===== src/design/dpr_pkg.sv =====
// shared types and constants for the dib pixel to rgb888 converter
`timescale 1ns / 1ps

package dpr_pkg;

  localparam int unsigned DataW   = 32;
  localparam int unsigned ChanW   = 8;
  localparam int unsigned FmtW    = 3;
  localparam int unsigned CfgIdxW = 2;
  localparam int unsigned ShiftW  = 6;

  localparam logic [DataW-1:0] RedMaskRst   = 32'h0000_7C00;
  localparam logic [DataW-1:0] GreenMaskRst = 32'h0000_03E0;
  localparam logic [DataW-1:0] BlueMaskRst  = 32'h0000_001F;

  typedef enum logic [FmtW-1:0] {
    FMT_RGB555 = 3'd0,
    FMT_BGR24  = 3'd1,
    FMT_XRGB32 = 3'd2,
    FMT_BF16   = 3'd3,
    FMT_BF32   = 3'd4
  } fmt_e;

  typedef enum logic [CfgIdxW-1:0] {
    REG_FORMAT = 2'd0,
    REG_RED    = 2'd1,
    REG_GREEN  = 2'd2,
    REG_BLUE   = 2'd3
  } cfg_idx_e;

  // mask plus net right shift (negative means shift left)
  typedef struct packed {
    logic [DataW-1:0]         mask;
    logic signed [ShiftW-1:0] shift;
  } chan_cfg_t;

endpackage


===== src/design/dpr_cfg_regs.sv =====
// configuration registers with per-channel shift decode done at write time
`timescale 1ns / 1ps

module dpr_cfg_regs (
  input  logic                              clk_i,
  input  logic                              rst_ni,
  input  logic                              cfg_we_i,
  input  logic [dpr_pkg::CfgIdxW-1:0]       cfg_idx_i,
  input  logic [dpr_pkg::DataW-1:0]         cfg_data_i,
  output logic [dpr_pkg::FmtW-1:0]          fmt_o,
  output dpr_pkg::chan_cfg_t                red_cfg_o,
  output dpr_pkg::chan_cfg_t                green_cfg_o,
  output dpr_pkg::chan_cfg_t                blue_cfg_o
);

  // position of lowest set bit of a 33-bit value
  function automatic logic [5:0] low_one_pos(input logic [dpr_pkg::DataW:0] v);
    logic [5:0] pos;
    pos = '0;
    for (int i = dpr_pkg::DataW; i >= 0; i--) begin
      if (v[i]) begin
        pos = 6'(i);
      end
    end
    return pos;
  endfunction

  // net right shift = end of lowest run of ones minus eight
  function automatic dpr_pkg::chan_cfg_t decode(input logic [dpr_pkg::DataW-1:0] m);
    logic [dpr_pkg::DataW-1:0] low_bit;
    logic [dpr_pkg::DataW:0]   run_end;
    dpr_pkg::chan_cfg_t        c;
    low_bit = m & (~m + 1'b1);
    // adding the lowest set bit clears the lowest run; its carry marks the run end
    run_end = {1'b0, m} + {1'b0, low_bit};
    c.mask  = m;
    c.shift = $signed(low_one_pos(run_end)) - 6'sd8;
    return c;
  endfunction

  localparam dpr_pkg::chan_cfg_t RedRst   = decode(dpr_pkg::RedMaskRst);
  localparam dpr_pkg::chan_cfg_t GreenRst = decode(dpr_pkg::GreenMaskRst);
  localparam dpr_pkg::chan_cfg_t BlueRst  = decode(dpr_pkg::BlueMaskRst);

  logic [dpr_pkg::FmtW-1:0] fmt_q;
  dpr_pkg::chan_cfg_t       red_q, green_q, blue_q;
  dpr_pkg::chan_cfg_t       dec_d;

  assign dec_d = decode(cfg_data_i);

  always_ff @(posedge clk_i or negedge rst_ni) begin
    if (!rst_ni) begin
      fmt_q   <= dpr_pkg::FMT_RGB555;
      red_q   <= RedRst;
      green_q <= GreenRst;
      blue_q  <= BlueRst;
    end else if (cfg_we_i) begin
      case (dpr_pkg::cfg_idx_e'(cfg_idx_i))
        dpr_pkg::REG_FORMAT: fmt_q   <= cfg_data_i[dpr_pkg::FmtW-1:0];
        dpr_pkg::REG_RED:    red_q   <= dec_d;
        dpr_pkg::REG_GREEN:  green_q <= dec_d;
        dpr_pkg::REG_BLUE:   blue_q  <= dec_d;
        default: ;
      endcase
    end
  end

  assign fmt_o       = fmt_q;
  assign red_cfg_o   = red_q;
  assign green_cfg_o = green_q;
  assign blue_cfg_o  = blue_q;

endmodule


===== src/design/dpr_channel.sv =====
// one bitfield channel: mask, then a single signed barrel shift, keep 8 bits
`timescale 1ns / 1ps

module dpr_channel (
  input  logic [dpr_pkg::DataW-1:0] pixel_i,
  input  dpr_pkg::chan_cfg_t        cfg_i,
  output logic [dpr_pkg::ChanW-1:0] field_o
);

  logic [dpr_pkg::DataW-1:0]  masked;
  logic [dpr_pkg::DataW-1:0]  shifted;
  logic [dpr_pkg::ShiftW-1:0] neg_amt;

  assign masked  = pixel_i & cfg_i.mask;
  assign neg_amt = dpr_pkg::ShiftW'(-cfg_i.shift);

  // bits below the mask are zero, so a left shift equals the model's right-then-left
  always_comb begin
    if (cfg_i.shift < 0) begin
      shifted = masked << neg_amt[2:0];
    end else begin
      shifted = masked >> cfg_i.shift[dpr_pkg::ShiftW-2:0];
    end
  end

  assign field_o = shifted[dpr_pkg::ChanW-1:0];

endmodule


===== src/design/dib_pixel_to_rgb888.sv =====
// top level: pixel input register, format select and channel extract, result register
`timescale 1ns / 1ps

// Converts one little-endian source pixel word per clock into 8-bit red, green and
// blue. An item is taken at each rising edge where start is high (busy stays low,
// so a new pixel may follow every cycle). It is held in the input register, converted
// in the next cycle and its result sits on red_o/green_o/blue_o with done_o high for
// exactly one cycle, loaded by the result register; the receiver cannot stall.
// Throughput is one item per cycle, set by the input and result register pair.
// Bitfield shifts are decoded when a mask is written, so configuration must only be
// written while no item is in flight.
module dib_pixel_to_rgb888 (
  input  logic                        clk_i,
  input  logic                        rst_ni,
  input  logic                        start,
  output logic                        busy,
  input  logic [dpr_pkg::DataW-1:0]   pixel_word_i,
  input  logic                        cfg_we_i,
  input  logic [dpr_pkg::CfgIdxW-1:0] cfg_idx_i,
  input  logic [dpr_pkg::DataW-1:0]   cfg_data_i,
  output logic                        done_o,
  output logic [dpr_pkg::ChanW-1:0]   red_o,
  output logic [dpr_pkg::ChanW-1:0]   green_o,
  output logic [dpr_pkg::ChanW-1:0]   blue_o
);

  logic [dpr_pkg::FmtW-1:0]  fmt;
  dpr_pkg::chan_cfg_t        red_cfg, green_cfg, blue_cfg;

  logic                      pix_vld_q;
  logic [dpr_pkg::DataW-1:0] pix_q;
  logic [dpr_pkg::DataW-1:0] bf_pix;
  logic [dpr_pkg::ChanW-1:0] bf_r, bf_g, bf_b;
  logic [dpr_pkg::ChanW-1:0] red_d, green_d, blue_d;
  logic [dpr_pkg::ChanW-1:0] red_q, green_q, blue_q;
  logic                      done_q;
  logic                      accept;

  assign busy   = 1'b0;
  assign accept = start && !busy;

  dpr_cfg_regs u_cfg (
    .clk_i       (clk_i),
    .rst_ni      (rst_ni),
    .cfg_we_i    (cfg_we_i),
    .cfg_idx_i   (cfg_idx_i),
    .cfg_data_i  (cfg_data_i),
    .fmt_o       (fmt),
    .red_cfg_o   (red_cfg),
    .green_cfg_o (green_cfg),
    .blue_cfg_o  (blue_cfg)
  );

  always_ff @(posedge clk_i or negedge rst_ni) begin
    if (!rst_ni) begin
      pix_vld_q <= 1'b0;
    end else begin
      pix_vld_q <= accept;
    end
  end

  always_ff @(posedge clk_i) begin
    if (accept) begin
      pix_q <= pixel_word_i;
    end
  end

  // 16-bit bitfields see only the low half of the word
  assign bf_pix = (dpr_pkg::fmt_e'(fmt) == dpr_pkg::FMT_BF16) ?
                  {16'h0000, pix_q[15:0]} : pix_q;

  dpr_channel u_red   (.pixel_i(bf_pix), .cfg_i(red_cfg),   .field_o(bf_r));
  dpr_channel u_green (.pixel_i(bf_pix), .cfg_i(green_cfg), .field_o(bf_g));
  dpr_channel u_blue  (.pixel_i(bf_pix), .cfg_i(blue_cfg),  .field_o(bf_b));

  always_comb begin
    red_d   = '0;
    green_d = '0;
    blue_d  = '0;
    case (dpr_pkg::fmt_e'(fmt))
      dpr_pkg::FMT_RGB555: begin
        red_d   = {pix_q[14:10], 3'b000};
        green_d = {pix_q[9:5], 3'b000};
        blue_d  = {pix_q[4:0], 3'b000};
      end
      dpr_pkg::FMT_BGR24, dpr_pkg::FMT_XRGB32: begin
        red_d   = pix_q[23:16];
        green_d = pix_q[15:8];
        blue_d  = pix_q[7:0];
      end
      dpr_pkg::FMT_BF16, dpr_pkg::FMT_BF32: begin
        red_d   = bf_r;
        green_d = bf_g;
        blue_d  = bf_b;
      end
      default: ;
    endcase
  end

  always_ff @(posedge clk_i or negedge rst_ni) begin
    if (!rst_ni) begin
      done_q <= 1'b0;
    end else begin
      done_q <= pix_vld_q;
    end
  end

  always_ff @(posedge clk_i) begin
    if (pix_vld_q) begin
      red_q   <= red_d;
      green_q <= green_d;
      blue_q  <= blue_d;
    end
  end

  assign done_o  = done_q;
  assign red_o   = red_q;
  assign green_o = green_q;
  assign blue_o  = blue_q;

  a_accept_loads : assert property (@(posedge clk_i) disable iff (!rst_ni)
    accept |=> pix_vld_q)
    else $error("accepted item did not reach the input register");

  a_item_to_result : assert property (@(posedge clk_i) disable iff (!rst_ni)
    pix_vld_q |=> done_o)
    else $error("item in input register produced no result");

  a_no_spurious : assert property (@(posedge clk_i) disable iff (!rst_ni)
    !pix_vld_q |=> !done_o)
    else $error("result strobe without an item");

  a_zero_mask : assert property (@(posedge clk_i) disable iff (!rst_ni)
    (pix_vld_q && dpr_pkg::fmt_e'(fmt) == dpr_pkg::FMT_BF32 && red_cfg.mask == '0)
    |=> (red_o == '0))
    else $error("zero red mask gave a nonzero field");

endmodule

===== config.mk =====
export PLATFORM = sky130hd
export DESIGN_NAME = dib_pixel_to_rgb888
export DESIGN_NICKNAME = d
export VERILOG_FILES = /design/src/design/dpr_pkg.sv /design/src/design/dpr_cfg_regs.sv /design/src/design/dpr_channel.sv /design/src/design/dib_pixel_to_rgb888.sv
export SDC_FILE = /design/constraint.sdc
export NUM_CORES = 1
export LEC_CHECK = 0
export ABC_CLOCK_PERIOD_IN_PS = 2880
export BUFFER_PORTS_ARGS = -buffer_cell sky130_fd_sc_hd__buf_2
export CAP_MARGIN = 25
export CELL_PAD_IN_SITES_DETAIL_PLACEMENT = 1
export CELL_PAD_IN_SITES_GLOBAL_PLACEMENT = 1
export CORE_MARGIN = 4
export CORE_UTILIZATION = 40
export DETAILED_ROUTE_END_ITERATION = 12
export PLACE_DENSITY_LB_ADDON = 0.1
export SYNTH_ARGS = -nofsm -noshare
export SYNTH_HDL_FRONTEND = slang
export SYNTH_SLANG_ARGS = --single-unit

===== constraint.sdc =====
create_clock -name clk_i -period 2.88 [get_ports clk_i]
set_input_delay 0.576 -clock clk_i [delete_from_list [all_inputs] [get_ports clk_i]]
set_output_delay 0.576 -clock clk_i [all_outputs]
set_load 0.01 [all_outputs]

==> results.py, run 1 <==
metrics = {
    "status": {
        "outcome": "finished with violations",
        "violations": "setup timing",
    },
    "detailed_routing": {
        "firstDrtPassIters": 5,
        "postRouteAntennaNets": 0,
        "drt_iter0_drc": 1054,
        "drc": 0,
        "via_per_inst": 6.22,
        "vias": 15300,
        "wl_um": 65000,
        "routedWlPerCell_um": 26.4,
    },
    "logic_synthesis": {
        "yosysMostFrequentCell": "o21ai_0",
        "syn_inst": 1612,
        "synthArstFlopShare": 0.680,
        "synth_edf_count": 56,
        "ys_top_cells_by_count": "o21ai_0 (193), nand2_1 (186), nand3_1 (137)",
        "ys_seq_elements": 175,
        "ys.flop_type": "dfrtp_1",
        "yosysSeqAreaShare": 0.344,
        "synth_top_area_share": 0.174,
        "netlist_area_um2": 13600,
        "synth-warning-count": 0,
        "synth.avg_cell_area_um2": 8.46,
        "synth_area_leaders": "dfrtp_1 (17%), edfxtp_1 (12%), o21ai_0 (7.1%)",
        "synth_cell_types": 94,
        "synth_nets": 1686,
        "yosysTopAreaCell": "dfrtp_1",
    },
    "floorplanning": {
        "start_util": 0.406,
        "core-area_um2": 33600,
        "die_h_um": 193,
        "core.rowCount": 67,
        "dieWidth_um": 193,
        "ios": 96,
        "die-area_um2": 37100,
    },
    "sta": {
        "max_slew_margin": 0.288,
        "hold_viol": 0,
        "clock.fmax_mhz": 275,
        "timing.hold.ws_ps": 142,
        "finalSetupViolCount": 31,
        "slew_violations": 0,
        "worst_pin_slew_ps": 1070,
        "fin_skew_ps": 17.8,
        "fin_ws_ps": -754,
        "rsz0062_at_grt": "yes",
        "post-route-period-util": 1.26,
        "period_minus_slack_ps": 3630,
    },
    "global_route": {
        "antenna_found_initial": 0,
        "gr-usage-all-layers": 0.330,
        "grt_max_degree": 60,
        "overflow": 0,
        "grt_first_pass_wirelength_um": 92900,
        "first_global_vias": 15300,
    },
    "power_and_ir_drop": {
        "p_seq_frac": 0.311,
        "ir_drop_uv": 485,
        "p_sw_frac": 0.411,
        "p_sw_mw": 4.75,
        "pwr-share-clk": 0.214,
        "p_leak_nw": 8.06,
        "power.density_nw_per_um2": 578,
        "p_int_mw": 6.80,
        "p_comb_frac": 0.474,
    },
    "cells_and_area": {
        "drive_gt1_frac": 0.458,
        "instances_no_fill": 2461,
        "fillers": 3833,
        "syn_to_final_growth_pct": 46.7,
        "diodes": 0,
        "final_nets": 2074,
        "finalInstanceArea_um2": 20000,
    },
    "cts": {
        "insertion_delay_ps": 470,
        "cts-root-buf": "clkbuf_16",
        "cts_sinks": 175,
        "cts-buffers-inserted": 17,
        "cts_tree": "yes",
        "htreeDepth": 4,
        "cts_buffer_depth": 2,
        "path_clk_slew_ps": 90,
    },
    "placement": {
        "numPortBuffers": 94,
        "place_area_um2": 16700,
        "dp.cells": 2325,
        "place_ws_ps": -1360,
        "dp_hpwl_um": 45900,
        "place_congestion": 0.926,
    },
    "setup_path": {
        "critPathCaptureType": "flop",
        "path_class": "primary input to flop",
        "worstSetupStartpointType": "primary input",
        "required_ps": 3200,
        "critPathMaxFanout": 4,
        "worst-endpoint-arrival_ps": 3960,
    },
    "worst_hold_path": {
        "hold_class": "primary input to async pin",
    },
    "flow_run": {
        "max_cap_viol_count": 0,
    },
}
[worst max-delay path, cell delays in order]
cell,delay (ps)
buf_6,90
or4_4,530
or2_4,260
buf_6,130
buf_4,140
o41ai_2,300
buf_4,180
a31oi_1,60
o2bb2ai_1,200
a2111oi_4,400
nand3_2,180
o41ai_4,370
buf_4,160
ha_4,140
xor2_4,160
o21ai_1,70
[sequential cells by signal (all words and copies together), names as in the netlist]
signal / flops
u_cfg.blue_cfg_o: 38
u_cfg.green_cfg_o: 38
u_cfg.red_cfg_o: 38
pix_q: 32
blue_o: 8
green_o: 8
red_o: 8
u_cfg.fmt_o: 3
done_o: 1
pix_vld_q: 1
[through the flow]
stage	power, mW	utilization	TNS, ps
floorplan	5.88	-	-12850
detailed placement	7.69	0.497	-22480
CTS	10.6	0.546	-10470
global placement	7.55	0.497	-19920
finish	11.6	0.595	-11920
global route	12.1	0.595	-16190
[power groups by stage]
stage / clock network (mW) / logic, mW / registers (mW)
floorplan: 0 / 2.57 / 3.31
finish: 2.48 / 5.48 / 3.60
detailed placement: 0 / 4.11 / 3.58
global route: 2.63 / 5.82 / 3.63
CTS: 2.49 / 4.59 / 3.53
global placement: 0 / 3.99 / 3.56
[path summary, 6_finish.rpt]
path / cells past startpoint / startpoint / end / slack [ps]
worst max-delay path: 16 / cfg_data_i[14] / u_cfg.red_cfg_o[5] / -750
worst min-delay path: 1 / rst_ni / done_o / 140
worst max register to register: 14 / u_cfg.fmt_o[2] / blue_o[6] / -170
worst min register to register: 2 / u_cfg.blue_cfg_o[14] / u_cfg.blue_cfg_o[14] / 490
max in group asynchronous: 2 / rst_ni / u_cfg.blue_cfg_o[28] / 1810
min in group clk_i: 1 / pixel_word_i[25] / pix_q[25] / 270
[layout by cell type (no fill, tap or decap), drive strengths merged, types with 10 or more instances in the layout]
master / instances
nand2: 186
a31oi: 17
dfrtp: 95
dfstp: 24
a211oi: 17
nor3: 14
a21oi: 87
o211ai: 40
mux2i: 87
nand3b: 19
nand2b: 24
inv: 36
a22oi: 11
mux4: 23
nand4: 12
buf: 506
and2: 10
nand3: 137
nor2b: 15
o21ai: 198
edfxtp: 56
clkbuf: 20
mux2: 62
o22ai: 25
and3: 21
nor2: 92
[timing repair]
| item | in CTS | in global routing |
|---|---|---|
| pin swaps | 54 | 125 |
| setup endpoints to repair | 35 | 42 |
| gates cloned | 4 | 3 |
| setup buffers | 61 | 49 |
| hold buffers | 0 | 0 |
| gates resized for setup | 139 | 272 |
| endpoints found under the hold margin | 0 | 0 |
[cell families after synthesis]
kind of cell / Yosys count / synth area share
mux: 172 / 0.153
xor+xnor: 12 / 0.00771
buf+inv: 171 / 0.0496
other cells: 1 / 0.000275
fa+ha+maj: 4 / 0.00367
flops: 175 / 0.344
compound gates: 500 / 0.234
simple gates: 577 / 0.208
[cell type report]
class / count / area (um^2) / area share
timing repair buffer: 509 / 4080 / 0.204
clock inverter: 15 / 183 / 0.00913
timing repair inverter: 1 / 7.51 / 0.000375
inverter: 30 / 120 / 0.00601
multi-input combinational: 1266 / 9940 / 0.497
clock buffer: 17 / 425 / 0.0213
tap: 448 / 561 / 0.0280
sequential: 175 / 4690 / 0.234
[metal layers]
metal / global-route usage / up-vias / routed length, um
met2: 0.565 / 573 / 32000
met5: 0 / - / 0
met3: 0.0376 / 176 / 3220
met4: 0.154 / 0 / 3670
li1: - / 6827 / -
met1: 0.416 / 7734 / 26200
Note: power is estimated with default switching activity, not from simulation.
==> run 2, diff against run 1 <==
GPL_TIMING_DRIVEN = 0   (was default)
==> results.py, run 2 (same netlist as run 1, synthesis figures left out) <==
metrics = {
    "status": {
        "outcome": "finished with violations",
        "violations": "setup timing",
    },
    "setup_path": {
        "slowest_stage": "or4_4",
        "critPathMaxFanout": 10,
        "required_ps": 3240,
        "cp_slowest_stage_delay_ps": 610,
        "worstSetupStartpointType": "primary input",
        "crit_start": "cfg_data_i[3]",
        "r2r_slack_ps": -100,
        "r2r_start": "u_cfg.blue_cfg_o[0]",
        "path_cells": "clkbuf_16, nor4_4, buf_4, buf_6, o211ai_1, a211oi_4, buf_6, buf_4, buf_4, o21a_1, o21ai_2, o211ai_1, or4_4, a41o_4, a21boi_4, inv_2, ha_4, xor2_4, buf_12, o21ai_4",
        "r2r-end": "blue_o[6]",
        "rr_worst_depth": 14,
        "crit_end": "u_cfg.green_cfg_o[5]",
        "critPathCaptureType": "flop",
        "worst-endpoint-arrival_ps": 4310,
        "path_class": "primary input to flop",
        "cpMostUsedCell": "buf_4",
    },
    "cells_and_area": {
        "fillers": 3858,
        "diodes": 0,
        "multiInputGateArea_um2": 9580,
        "finalInstanceArea_um2": 18300,
        "drive_gt1_frac": 0.371,
        "seq_area_um2": 4690,
        "layout_common_cells": "nand2_1 (183), buf_4 (149), o21ai_0 (130), nand3_1 (123), dfrtp_1 (93)",
        "layout_commonest_cell": "nand2_1",
        "final_nets": 1934,
        "syn_to_final_growth_pct": 34.3,
        "utilization": 0.545,
    },
    "sta": {
        "post-route-period-util": 1.37,
        "hold_viol": 0,
        "clock.fmax_mhz": 253,
        "rsz0062_at_grt": "yes",
        "fin_skew_ps": 13.6,
        "fin_ws_ps": -1070,
        "period_minus_slack_ps": 3950,
        "timing.hold.ws_ps": 14.3,
        "worst_pin_slew_ps": 1090,
        "finalSetupViolCount": 26,
        "max_slew_margin": 0.272,
        "slew_violations": 0,
    },
    "cts": {
        "cts-buffers-inserted": 17,
        "cts-root-buf": "clkbuf_16",
        "cts_sinks": 175,
        "cts_buffer_depth": 2,
        "cts_tree": "yes",
        "path_clk_slew_ps": 70,
        "cts.hold.buffers_added": 0,
        "htreeDepth": 4,
        "insertion_delay_ps": 450,
    },
    "power_and_ir_drop": {
        "ir_drop_uv": 437,
        "power.density_nw_per_um2": 595,
        "power.total_mw": 10.9,
        "p_leak_nw": 7.14,
    },
    "detailed_routing": {
        "drt_iter0_drc": 1289,
        "firstDrtPassIters": 5,
        "postRouteAntennaNets": 0,
        "wl_um": 64900,
        "drc": 0,
        "vias": 14900,
        "routedWlPerCell_um": 27.9,
        "via_per_inst": 6.43,
    },
    "floorplanning": {
        "die_h_um": 193,
        "core-area_um2": 33600,
        "ios": 96,
        "dieWidth_um": 193,
        "start_util": 0.406,
        "die-area_um2": 37100,
        "core.rowCount": 67,
    },
    "global_route": {
        "grt_max_degree": 87,
        "antenna_found_initial": 0,
        "first_global_vias": 14900,
        "gr-usage-all-layers": 0.335,
        "overflow": 0,
        "grt_first_pass_wirelength_um": 92700,
    },
    "flow_run": {
        "max_cap_viol_count": 0,
    },
    "worst_hold_path": {
        "hold_class": "primary input to async pin",
    },
    "placement": {
        "place_congestion": 0.974,
        "place_area_um2": 14800,
        "dp_hpwl_um": 46500,
        "place_ws_ps": -2790,
        "numPortBuffers": 87,
    },
}
-- run 2: changes by cell type in the layout (fill, tap and decap cells not counted), moves of 8 or more --
cell	before	now
mux2i_1	60	71
clkbuf_2	0	12
buf_6	43	30
a21oi_4	18	9
clkbuf_1	0	49
o22ai_1	16	24
buf_4	353	149
buf_1	0	8
-- run 2: routing by layer --
layer	vias to the layer above	part of all wire	GRT usage
met5	-	0	0
met4	0	0.071	0.190
met3	232	0.065	0.0432
met2	679	0.48	0.561
met1	7446	0.39	0.416
li1	6557	-	-
-- run 2: what timing repair did --
action | in CTS | in global routing
setup endpoints to repair | 42 | 42
setup buffers | 95 | 67
gates resized for setup | 263 | 222
pin swaps | 42 | 83
cloned | 1 | 2
-- run 2: power by group --
| group | total, mW | switching, mW | internal [mW] | leakage, nW |
|---|---|---|---|---|
| combinational | 5.00 | 2.87 | 2.13 | 4.89 |
| sequential | 3.49 | 0.446 | 3.04 | 1.96 |
| clock | 2.40 | 1.16 | 1.24 | 0.295 |
| total | 10.9 | 4.48 | 6.41 | 7.14 |
-- run 2: worst min path at each step --
| stage | from | endpoint | slack (ps) | cells after the start |
|---|---|---|---|---|
| 2_1_floorplan | rst_ni | done_o | 280 | 0 |
| 3_3_place_gp | u_cfg.red_cfg_o[6] | u_cfg.red_cfg_o[6] | 460 | 2 |
| 3_5_place_dp | u_cfg.blue_cfg_o[14] | u_cfg.blue_cfg_o[14] | 470 | 2 |
| 4_1_cts | rst_ni | done_o | 20 | 1 |
| 5_1_grt | rst_ni | done_o | 30 | 1 |
| 6_report | rst_ni | done_o | 10 | 1 |
-- run 2: worst max-delay path: cells and delay by family --
family,cells,cell delay (ps)
AND/OR/NAND/NOR,2,670
adder cells (fa/ha/maj),1,180
buffers and inverters,8,1080
AO/OA/AOI/OAI,8,1630
XOR/XNOR,1,150
-- run 2: cell type report --
| type | count | area share |
|---|---|---|
| clock inverter | 15 | 0.00895 |
| timing repair buffer | 248 | 0.102 |
| buffer | 122 | 0.0490 |
| sequential | 175 | 0.256 |
| clock buffer | 17 | 0.0232 |
| multi-input combinational | 1266 | 0.523 |
| tap | 448 | 0.0306 |
| inverter | 30 | 0.00697 |
-- run 2: metrics by stage --
stage	cells	TNS, ps
2_1_floorplan	1612	-12850
3_3_place_gp	2147	-85140
3_5_place_dp	2148	-56080
4_1_cts	2261	-14330
5_1_grt	2321	-19110
6_report	2321	-17000
==> run 3, diff against run 2 <==
CORE_ASPECT_RATIO = 1.5   (was default)
==> results.py, run 3 (same netlist as run 1, synthesis figures left out) <==
metrics = {
    "floorplanning": {
        "die-area_um2": 37200,
        "ios": 96,
        "start_util": 0.406,
        "dieWidth_um": 159,
        "core-area_um2": 33500,
        "core.rowCount": 82,
        "die_h_um": 234,
    },
    "detailed_routing": {
        "routedWlPerCell_um": 30.2,
        "firstDrtPassIters": 6,
        "drc": 0,
        "via_per_inst": 6.58,
        "drt_iter0_drc": 921,
        "postRouteAntennaNets": 0,
        "wl_um": 69500,
        "vias": 15100,
    },
    "setup_path": {
        "critPathCaptureType": "flop",
        "required_ps": 3270,
        "worstSetupStartpointType": "primary input",
        "worst-endpoint-arrival_ps": 4460,
        "critPathMaxFanout": 5,
        "r2r_slack_ps": -190,
        "path_class": "primary input to flop",
        "r2r-end": "red_o[6]",
        "r2r_start": "u_cfg.red_cfg_o[0]",
        "rr_worst_depth": 14,
    },
    "cts": {
        "cts-buffers-inserted": 17,
        "path_clk_slew_ps": 70,
        "cts_buffer_depth": 2,
        "cts_sinks": 175,
        "cts_tree": "yes",
        "htreeDepth": 4,
        "cts-root-buf": "clkbuf_16",
        "insertion_delay_ps": 470,
    },
    "global_route": {
        "gr-usage-all-layers": 0.353,
        "grt_first_pass_wirelength_um": 97700,
        "grt_max_degree": 84,
        "overflow": 0,
        "antenna_found_initial": 0,
        "first_global_vias": 15500,
    },
    "status": {
        "violations": "hold timing, setup timing",
        "outcome": "finished with violations",
    },
    "placement": {
        "place_area_um2": 14800,
        "place_congestion": 0.968,
        "dp_hpwl_um": 48900,
        "numPortBuffers": 87,
    },
    "cells_and_area": {
        "layout_commonest_cell": "nand2_1",
        "drive_gt1_frac": 0.391,
        "utilization": 0.560,
        "final_nets": 1941,
        "syn_to_final_growth_pct": 37.9,
        "finalInstanceArea_um2": 18800,
        "layout_common_cells": "nand2_1 (183), buf_4 (140), o21ai_0 (130), nand3_1 (119), dfrtp_1 (93)",
        "diodes": 0,
        "fillers": 3822,
    },
    "power_and_ir_drop": {
        "power.density_nw_per_um2": 600,
        "p_leak_nw": 7.25,
        "p_seq_frac": 0.308,
        "p_int_mw": 6.69,
        "p_sw_mw": 4.57,
        "pwr-share-clk": 0.219,
        "p_comb_frac": 0.474,
        "ir_drop_uv": 508,
        "p_sw_frac": 0.406,
    },
    "sta": {
        "post-route-period-util": 1.41,
        "rsz0062_at_grt": "yes",
        "fin_ws_ps": -1190,
        "finalSetupViolCount": 28,
        "worst_pin_slew_ps": 1130,
        "fin_skew_ps": 13.4,
        "hold_viol": 1,
        "period_minus_slack_ps": 4070,
        "max_slew_margin": 0.248,
        "clock.fmax_mhz": 246,
        "timing.hold.ws_ps": -0.0497,
        "slew_violations": 0,
    },
    "flow_run": {
        "max_cap_viol_count": 0,
    },
    "worst_hold_path": {
        "hold_class": "primary input to async pin",
    },
}
-- run 3: changes by cell type in the layout (fill, tap and decap cells not counted), sizes merged --
| cell | delta |
|---|---|
| clkbuf | +11 |
| inv | -4 |
-- run 3: stage by stage --
stage | instances | total power, mW | hold slack (ps) | setup TNS (ps) | worst slack [ps]
CTS | 2252 | 10.4 | 2.76 | -14630 | -1000
detailed placement | 2120 | 7.26 | 470 | -60390 | -2940
global route | 2300 | 11.7 | 20.1 | -20050 | -1230
floorplan | 1612 | 5.88 | 280 | -12850 | -947
global placement | 2119 | 7.17 | 464 | -84330 | -2880
finish | 2300 | 11.3 | -0.0497 | -18340 | -1190
-- run 3: worst max-delay path by stage --
stage | start | endpoint | slack (ps) | cells after the start
after global routing | cfg_data_i[6] | u_cfg.green_cfg_o[5] | -1230 | 18
after floorplan | cfg_data_i[17] | u_cfg.green_cfg_o[5] | -950 | 16
after global placement | cfg_data_i[9] | u_cfg.green_cfg_o[5] | -2880 | 16
after detailed placement | cfg_data_i[9] | u_cfg.green_cfg_o[5] | -2940 | 16
final | cfg_data_i[6] | u_cfg.blue_cfg_o[5] | -1190 | 18
after CTS | cfg_data_i[0] | u_cfg.blue_cfg_o[5] | -1000 | 17
-- run 3: worst max-delay path, cell delays in order --
cell	delay, ps
buf_6	100
buf_8	120
nor4_4	280
buf_4	180
a21oi_4	60
or3_4	400
a211oi_4	420
nor2_2	90
o31ai_2	280
nand3_1	160
or4_4	550
a41o_4	290
a21boi_4	260
inv_2	70
ha_4	180
xor2_4	150
buf_12	150
o21ai_4	120
-- run 3: routing by layer --
layer	track usage	wire, um	vias up
li1	-	-	6576
met1	0.374	24800	7660
met5	0	0	-
met2	0.614	34500	623
met4	0.325	7080	0
met3	0.0436	3160	275
-- run 3: area by class of cell --
cell class	count	area, um^2	share of cell area
Buffer	124	887	0.0472
Clock buffer	21	504	0.0268
Clock inverter	11	113	0.00599
Inverter	30	123	0.00652
Multi-Input combinational cell	1266	9970	0.530
Sequential cell	175	4690	0.250
Tap cell	420	526	0.0280
Timing Repair Buffer	253	1990	0.106
-- run 3: timing repair --
item	4_1_cts	5_1_grt
hold buffers	0	0
buffers inserted	113	56
endpoints found under the setup margin	42	42
gates cloned	2	1
pin swaps	63	96
resized for setup	304	247
-- run 3: power groups by stage --
stage	Sequential (mW)	Combinational (mW)	Clock (mW)
after floorplan	3.31	2.57	0
after global placement	3.42	3.75	0
after detailed placement	3.44	3.82	0
after CTS	3.43	4.50	2.49
after global routing	3.49	5.64	2.56
final	3.47	5.34	2.46
